File: src/rtl/core/msrt_pkg.sv
// shared types and constants for the multi-slot repeat timer
// no dependencies; used by the top level and by the port checker
package msrt_pkg;

  // field widths
  localparam int FUNC_W   = 2;
  localparam int ELAPSED_W = 16;
  localparam int DELAY_W  = 24;
  localparam int REPEAT_W = 17;
  localparam int HANDLE_W = 16;
  localparam int KIND_W   = 3;
  localparam int INDEX_W  = 4;
  localparam int REMAIN_W = 25;

  // request codes
  localparam logic [FUNC_W-1:0] FUNC_TICK   = 2'd0;
  localparam logic [FUNC_W-1:0] FUNC_ARM    = 2'd1;
  localparam logic [FUNC_W-1:0] FUNC_CANCEL = 2'd2;

  // result kinds
  localparam logic [KIND_W-1:0] KIND_FIRED  = 3'd0;
  localparam logic [KIND_W-1:0] KIND_ARMED  = 3'd1;
  localparam logic [KIND_W-1:0] KIND_FULL   = 3'd2;
  localparam logic [KIND_W-1:0] KIND_CANCEL = 3'd3;
  localparam logic [KIND_W-1:0] KIND_TICK   = 3'd4;

  // repeat count that never runs out
  localparam logic signed [REPEAT_W-1:0] REPEAT_FOREVER = -17'sd1;

  // one slot as stored in the slot memory
  typedef struct packed {
    logic signed [REMAIN_W-1:0] remaining;
    logic [DELAY_W-1:0]         period;
    logic signed [REPEAT_W-1:0] repeats;
    logic [HANDLE_W-1:0]        handle;
  } slot_entry_t;

endpackage

File: src/rtl/core/multi_slot_repeat_timer.sv
// Multi-slot repeat timer: a table of SLOT_COUNT timer slots whose time, period, repeat count
// and handle live in one slot memory with a registered read; active flags are flip-flops
// that reset clears. For an arm item the lowest free slot is found from the active flags and
// written at once, and the armed or table-full result follows. A tick or a cancel item walks
// the slot memory one slot per cycle while no firing slot waits on the output register (read
// of the next slot overlapping the write-back of the current one), then gives its closing
// result. Only one item is in work at a time; the next is taken once the closing result
// sits in the output register. Depends on msrt_pkg.
module multi_slot_repeat_timer #(
  parameter int SLOT_COUNT = 16
) (
  input  logic                                   clk,
  input  logic                                   rst,
  input  logic                                   in_valid,
  output logic                                   in_ready,
  input  logic [msrt_pkg::FUNC_W-1:0]            func,
  input  logic [msrt_pkg::ELAPSED_W-1:0]         elapsed_ms,
  input  logic [msrt_pkg::DELAY_W-1:0]           arm_delay,
  input  logic signed [msrt_pkg::REPEAT_W-1:0]   repeat_count,
  input  logic [msrt_pkg::HANDLE_W-1:0]          handle,
  output logic                                   out_valid,
  input  logic                                   out_ready,
  output logic [msrt_pkg::KIND_W-1:0]            kind,
  output logic [msrt_pkg::INDEX_W-1:0]           slot_index,
  output logic [msrt_pkg::HANDLE_W-1:0]          fired_handle,
  output logic                                   last
);

  localparam int SW = (SLOT_COUNT > 1) ? $clog2(SLOT_COUNT) : 1;
  localparam logic [SW-1:0] LAST_SLOT = SW'(SLOT_COUNT - 1);

  localparam logic [1:0] S_IDLE   = 2'd0;
  localparam logic [1:0] S_TICK   = 2'd1;
  localparam logic [1:0] S_CANCEL = 2'd2;
  localparam logic [1:0] S_DONE   = 2'd3;

  logic [1:0]                          state;
  logic [1:0]                          state_next;
  logic [SW-1:0]                       cur;
  logic [SLOT_COUNT-1:0]               active;
  logic [msrt_pkg::ELAPSED_W-1:0]      elapsed_q;
  logic [msrt_pkg::HANDLE_W-1:0]       handle_q;
  logic [msrt_pkg::KIND_W-1:0]         done_kind;

  // slot memory
  msrt_pkg::slot_entry_t               slot_mem [SLOT_COUNT];
  msrt_pkg::slot_entry_t               rd_data;
  msrt_pkg::slot_entry_t               wr_data;
  msrt_pkg::slot_entry_t               walk_data;
  logic                                rd_en;
  logic [SW-1:0]                       rd_addr;
  logic                                wr_en;
  logic [SW-1:0]                       wr_addr;

  logic                                out_free;
  logic                                accept;
  logic                                arm_go;
  logic                                walk_go;
  logic                                free_found;
  logic [SW-1:0]                       free_idx;
  logic                                walking;
  logic                                fire;
  logic                                clear;
  logic                                touch;
  logic                                adv;
  logic signed [msrt_pkg::REMAIN_W-1:0] rem_sub;
  logic signed [msrt_pkg::REMAIN_W-1:0] reload;

  // handshake
  assign out_free = !out_valid || out_ready;
  assign in_ready = (state == S_IDLE) && out_free;
  assign accept   = in_valid && in_ready;
  assign arm_go   = accept && (func == msrt_pkg::FUNC_ARM);
  assign walk_go  = accept && ((func == msrt_pkg::FUNC_TICK) ||
                               (func == msrt_pkg::FUNC_CANCEL));
  assign walking  = (state == S_TICK) || (state == S_CANCEL);

  // lowest free slot
  always_comb begin
    free_found = 1'b0;
    free_idx   = '0;
    for (int i = SLOT_COUNT - 1; i >= 0; i--) begin
      if (!active[i]) begin
        free_found = 1'b1;
        free_idx   = SW'(i);
      end
    end
  end

  // per-slot update for tick and cancel
  assign rem_sub = rd_data.remaining - $signed({9'd0, elapsed_q});
  assign reload  = $signed({1'b0, rd_data.period});

  always_comb begin
    fire      = 1'b0;
    clear     = 1'b0;
    touch     = 1'b0;
    walk_data = rd_data;
    if (state == S_TICK && active[cur]) begin
      touch = 1'b1;
      if (rd_data.remaining <= 0) begin
        fire  = 1'b1;
        clear = 1'b1;
      end else begin
        walk_data.remaining = rem_sub;
        if (rem_sub <= 0) begin
          fire = 1'b1;
          if (rd_data.repeats == msrt_pkg::REPEAT_FOREVER) begin
            walk_data.remaining = reload;
          end else if (!rd_data.repeats[msrt_pkg::REPEAT_W-1] && rd_data.repeats != 0) begin
            walk_data.repeats   = rd_data.repeats - 17'sd1;
            walk_data.remaining = reload;
          end else begin
            clear = 1'b1;
          end
        end
      end
    end else if (state == S_CANCEL && active[cur] && rd_data.handle == handle_q) begin
      clear = 1'b1;
    end
  end

  // a firing slot waits until the output register is free
  assign adv = walking && !(fire && !out_free);

  // memory port control
  always_comb begin
    rd_en   = 1'b0;
    rd_addr = '0;
    if (walk_go) begin
      rd_en = 1'b1;
    end else if (adv && cur != LAST_SLOT) begin
      rd_en   = 1'b1;
      rd_addr = SW'({1'b0, cur} + 1'b1);
    end
    wr_en   = 1'b0;
    wr_addr = cur;
    wr_data = walk_data;
    if (arm_go && free_found) begin
      wr_en   = 1'b1;
      wr_addr = free_idx;
      wr_data.remaining = $signed({1'b0, arm_delay});
      wr_data.period    = arm_delay;
      wr_data.repeats   = repeat_count;
      wr_data.handle    = handle;
    end else if (adv && touch) begin
      wr_en = 1'b1;
    end
  end

  always_ff @(posedge clk) begin
    if (wr_en) begin
      slot_mem[wr_addr] <= wr_data;
    end
    if (rd_en) begin
      rd_data <= slot_mem[rd_addr];
    end
  end

  // sequencer
  always_comb begin
    state_next = state;
    case (state)
      S_IDLE: begin
        if (walk_go) begin
          state_next = (func == msrt_pkg::FUNC_TICK) ? S_TICK : S_CANCEL;
        end
      end
      S_TICK, S_CANCEL: begin
        if (adv && cur == LAST_SLOT) begin
          state_next = S_DONE;
        end
      end
      S_DONE: begin
        if (out_free) begin
          state_next = S_IDLE;
        end
      end
      default: state_next = S_IDLE;
    endcase
  end

  always_ff @(posedge clk) begin
    if (rst) begin
      state  <= S_IDLE;
      cur    <= '0;
      active <= '0;
    end else begin
      state <= state_next;
      if (walk_go) begin
        cur <= '0;
      end else if (adv && cur != LAST_SLOT) begin
        cur <= SW'({1'b0, cur} + 1'b1);
      end
      if (arm_go && free_found) begin
        active[free_idx] <= 1'b1;
      end else if (adv && clear) begin
        active[cur] <= 1'b0;
      end
    end
  end

  // latched request fields
  always_ff @(posedge clk) begin
    if (walk_go) begin
      elapsed_q <= elapsed_ms;
      handle_q  <= handle;
      done_kind <= (func == msrt_pkg::FUNC_TICK) ? msrt_pkg::KIND_TICK : msrt_pkg::KIND_CANCEL;
    end
  end

  // output register
  always_ff @(posedge clk) begin
    if (rst) begin
      out_valid <= 1'b0;
    end else if (arm_go || (adv && fire) || (state == S_DONE && out_free)) begin
      out_valid <= 1'b1;
    end else if (out_ready) begin
      out_valid <= 1'b0;
    end
  end

  always_ff @(posedge clk) begin
    if (arm_go) begin
      kind         <= free_found ? msrt_pkg::KIND_ARMED : msrt_pkg::KIND_FULL;
      slot_index   <= free_found ? msrt_pkg::INDEX_W'(free_idx) : '0;
      fired_handle <= free_found ? handle : '0;
      last         <= 1'b1;
    end else if (adv && fire) begin
      kind         <= msrt_pkg::KIND_FIRED;
      slot_index   <= msrt_pkg::INDEX_W'(cur);
      fired_handle <= rd_data.handle;
      last         <= 1'b0;
    end else if (state == S_DONE && out_free) begin
      kind         <= done_kind;
      slot_index   <= '0;
      fired_handle <= '0;
      last         <= 1'b1;
    end
  end

endmodule

File: config.mk
export PLATFORM = sky130hd
export DESIGN_NAME = multi_slot_repeat_timer
export DESIGN_NICKNAME = d
export VERILOG_FILES = /design/src/rtl/core/msrt_pkg.sv /design/src/rtl/core/multi_slot_repeat_timer.sv
export SDC_FILE = /design/constraint.sdc
export NUM_CORES = 2
export LEC_CHECK = 0
export ABC_AREA = 1
export ABC_CLOCK_PERIOD_IN_PS = 11200
export CORE_MARGIN = 5
export CORE_UTILIZATION = 40
export CTS_CLUSTER_DIAMETER = 50
export DETAILED_ROUTE_END_ITERATION = 6
export DONT_BUFFER_PORTS = 1
export GPL_ROUTABILITY_DRIVEN = 0
export PLACE_DENSITY = 0.54
export SETUP_SLACK_MARGIN = 0.02
export SYNTH_ARGS = -nofsm -noshare
export SYNTH_HDL_FRONTEND = slang
export SYNTH_SLANG_ARGS = --single-unit
File: constraint.sdc
create_clock -name clk -period 11.2 [get_ports clk]
set_input_delay 0 -clock clk [delete_from_list [all_inputs] [get_ports clk]]
set_output_delay 0 -clock clk [all_outputs]
set_load 0.1 [all_outputs]
==> impl_metrics.yaml <==
detailed_routing:
  dr.pass1.iters: 6
  vias: 46400
  ant_nets: 0
  wl_per_cell_um: 21.4
  drc: 0
  drt-initial-drc-count: 4382
  routed_wl_um: 195000
  routed_via_density: 5.11
worst_setup_path:
  crit_type: "reg2reg"
  cp_num_cells: 16
  start_kind: "flop"
  end_kind: "flop"
  rr_worst_depth: 16
  reg2reg_slack_ps: 3700
  r2r_end: "slot_mem[5][45]"
  worst-path-buf-inv: 8
  crit-reg2reg-launch: "out_valid"
  cp.arrival_ps: 7950
  crit_path_max_fanout: 49
  crit_family: "buffers and inverters"
  worstPathRequired_ps: 11640
  cp_slowest_cell: "nor2_4"
  cp_common_cell: "buf_4"
  crit_chain: "inv_1 > nor2_1 > nor2_2 > nand2_1 > nor3_2 > dlygate4sd3_1 > buf_4 > inv_2 > nor2_4 > buf_4 > inv_4 > a21oi_1 > nand3_1 > nor2_4 > buf_4 > buf_4"
  cpPeakStageDelay_ps: 980
sta:
  tightest_slew_ps: 1300
  post-route-period-util_pct: 67.0
  setup_tns_ps: 0
  drv_slew: 0
  setup_viol: 0
  rsz0062_at_grt: "false"
  clock.fmax_mhz: 133
  fin_skew_ps: 25.4
  slew_headroom_pct: 12.9
  finalHoldViolations: 0
  hold_ws_ps: 56.5
  min_period_ps: 7500
pwr:
  p_leak_nw: 31.5
  power_density_mw_per_mm2: 256
  irDropWorstVdd_mv: 0.406
floorplanning:
  die_h_um: 420
  rows: 150
  coreArea_mm2: 0.167
  ios: 105
  dieWidth_um: 420
  initial_utilization_pct: 40.2
  die_area_mm2: 0.176
logic_synthesis:
  synth_ff_type: "edfxtp_1"
  ys_types: 42
  synth.ff_latch_count: 1475
  synth_edf_count: 1451
  syn-cell-area_mm2: 0.0672
  syn_nets: 6839
  synth_cells: 6731
  ys_async_sr_fraction_pct: 0
  yosysSeqAreaShare_pct: 65.6
  synth.avg_cell_area_um2: 9.98
  ys_warn_count: 0
clock_network:
  ctsResizeCount: 0
  cts_root_buf: "clkbuf_16"
  cts_made_buffers: 165
  h-tree-depth: 4
  clk_pin_slew_ps: 60
  clk_latency_ps: 790
  cts_tree: "done"
  cts.sinks: 1475
  clock_path_buffers: 3
grt:
  track_usage_pct: 21.9
  grt_antenna_before_repair: 12
  first_global_vias: 44500
  grt_max_degree: 213
  overflow: 0
  grt_pass1_wl_um: 289000
final_layout:
  drive_above_1_share_pct: 5.68
  num-fill-cells: 15500
  final_cell_mix: "nand2_1, edfxtp_1, inv_1"
  final_common_cell: "nand2_1"
  final_nets: 6865
  syn_to_final_growth_pct: 12.6
min_path:
  hold_class: "in2reg"
  holdCritStartpoint: "out_ready"
  hold_depth: 4
  whs_endpoint: "out_valid"
outcome:
  outcome: "finished clean"
run:
  max-cap-violations: 0
placement:
  numPortBuffers: 0
  detailed_place_hpwl_um: 101000
==> worst register-to-register path, cell delays in order (launching register included) <==
cell and delay, ps:
dfxtp_1 640, inv_1 170, nor2_1 100, nor2_2 840
nand2_1 290, nor3_2 180, dlygate4sd3_1 570, buf_4 260
inv_2 140, nor2_4 250, buf_4 580, inv_4 330
a21oi_1 320, nand3_1 360, nor2_4 980, buf_4 650
buf_4 500
==> timing repair <==
item	4_1_cts	5_1_grt
hold buffers	99	0
endpoints found under the hold margin	861	0
buffers inserted	0	0
==> through the flow <==
stage / setup slack [ps] / util (%) / total power [mW] / cell area [um^2] / instances
after floorplan: 1020 / - / 11.9 / 67200 / 6731
after global placement: 4140 / 41.6 / 14.1 / 69400 / 8695
after detailed placement: 4130 / 41.6 / 14.1 / 69400 / 8695
after CTS: 3590 / 45.3 / 19.4 / 75600 / 9085
after global routing: 3300 / 45.3 / 20.4 / 75600 / 9089
final: 3700 / 45.3 / 19.3 / 75600 / 9089
==> how the worst max path moves through the flow <==
stage	endpoint	slack (ps)	from
after floorplan	slot_mem[1][0]	1020	out_valid
after global placement	slot_mem[5][44]	4140	out_valid
after detailed placement	slot_mem[5][44]	4130	out_valid
after CTS	slot_mem[5][45]	3590	out_valid
after global routing	slot_mem[5][45]	3300	out_valid
final	slot_mem[5][45]	3700	out_valid
==> flip-flops by register name, indices dropped and copies added (netlist names) <==
| name | cells |
|---|---|
| slot_mem | 1312 |
| rd_data | 82 |
| active | 16 |
| elapsed_q | 16 |
| fired_handle | 16 |
| handle_q | 16 |
| cur | 4 |
| slot_index | 4 |
| kind | 3 |
| done_kind | 2 |
| state | 2 |
| last | 1 |
| out_valid | 1 |
==> synthesized netlist by cell type, types with 4 or more instances <==
cell	number	area (um^2)
xor2_1	12	105
o22ai_1	6	37.5
a31o_2	5	43.8
o21ai_1	6	30.0
xnor2_1	9	78.8
o21bai_1	82	616
o31ai_1	18	135
nor2_4	4	45.0
buf_4	14	105
inv_2	10	37.5
nand2_2	6	37.5
edfxtp_1	1451	43600
nand4_1	24	150
nand3b_1	5	37.5
buf_1	27	101
nand2_1	1577	5920
inv_1	1401	5260
nor3_1	13	65.1
buf_2	203	1020
nor2_1	106	398
nor4_1	16	100
dfxtp_1	24	480
ha_1	28	350
o21ai_0	128	641
or2_2	4	25.0
a31oi_1	9	56.3
a21oi_1	63	315
nand3_1	1369	6850
clkbuf_1	92	345
==> metal layers <==
metal / up-vias / wire [um] / GRT usage (%)
met4: 2 / 5590 / 7.01
met1: 22500 / 84300 / 29.4
met5: - / 10 / 0
li1: 22100 / - / -
met2: 1532 / 93500 / 36.9
met3: 334 / 11500 / 3.07
==> logic make-up (layout without fill, tap and decap cells) <==
family | count (synthesis) | after routing | share of synthesized area [%]
compound gates | 323 | 323 | 2.87
simple gates | 3135 | 3135 | 20.5
other cells | 0 | 4 | 0
fa+ha+maj | 29 | 29 | 0.551
buf+inv | 1748 | 1898 | 10.2
flops | 1475 | 1475 | 65.6
xor+xnor | 21 | 21 | 0.274
==> cell type report <==
type                    count  area (um^2)  area share, %
diodes                      4         10.0         0.0132
clock buffers             201         4390           5.81
clock inverters            90          805           1.06
inverters                1412         5320           7.04
multi-input cells        3508        16400           21.7
flip-flops and latches   1475        44100           58.3
well taps                2204         2760           3.65
repair buffers            195         1860           2.46
==> where the power goes <==
| group | internal [mW] | switching, mW |
|---|---|---|
| combinational | 1.55 | 4.85 |
| sequential | 7.31 | 0.344 |
| clock | 3.08 | 2.19 |
| total | 11.9 | 7.39 |
(Power assumes the default switching activity.)
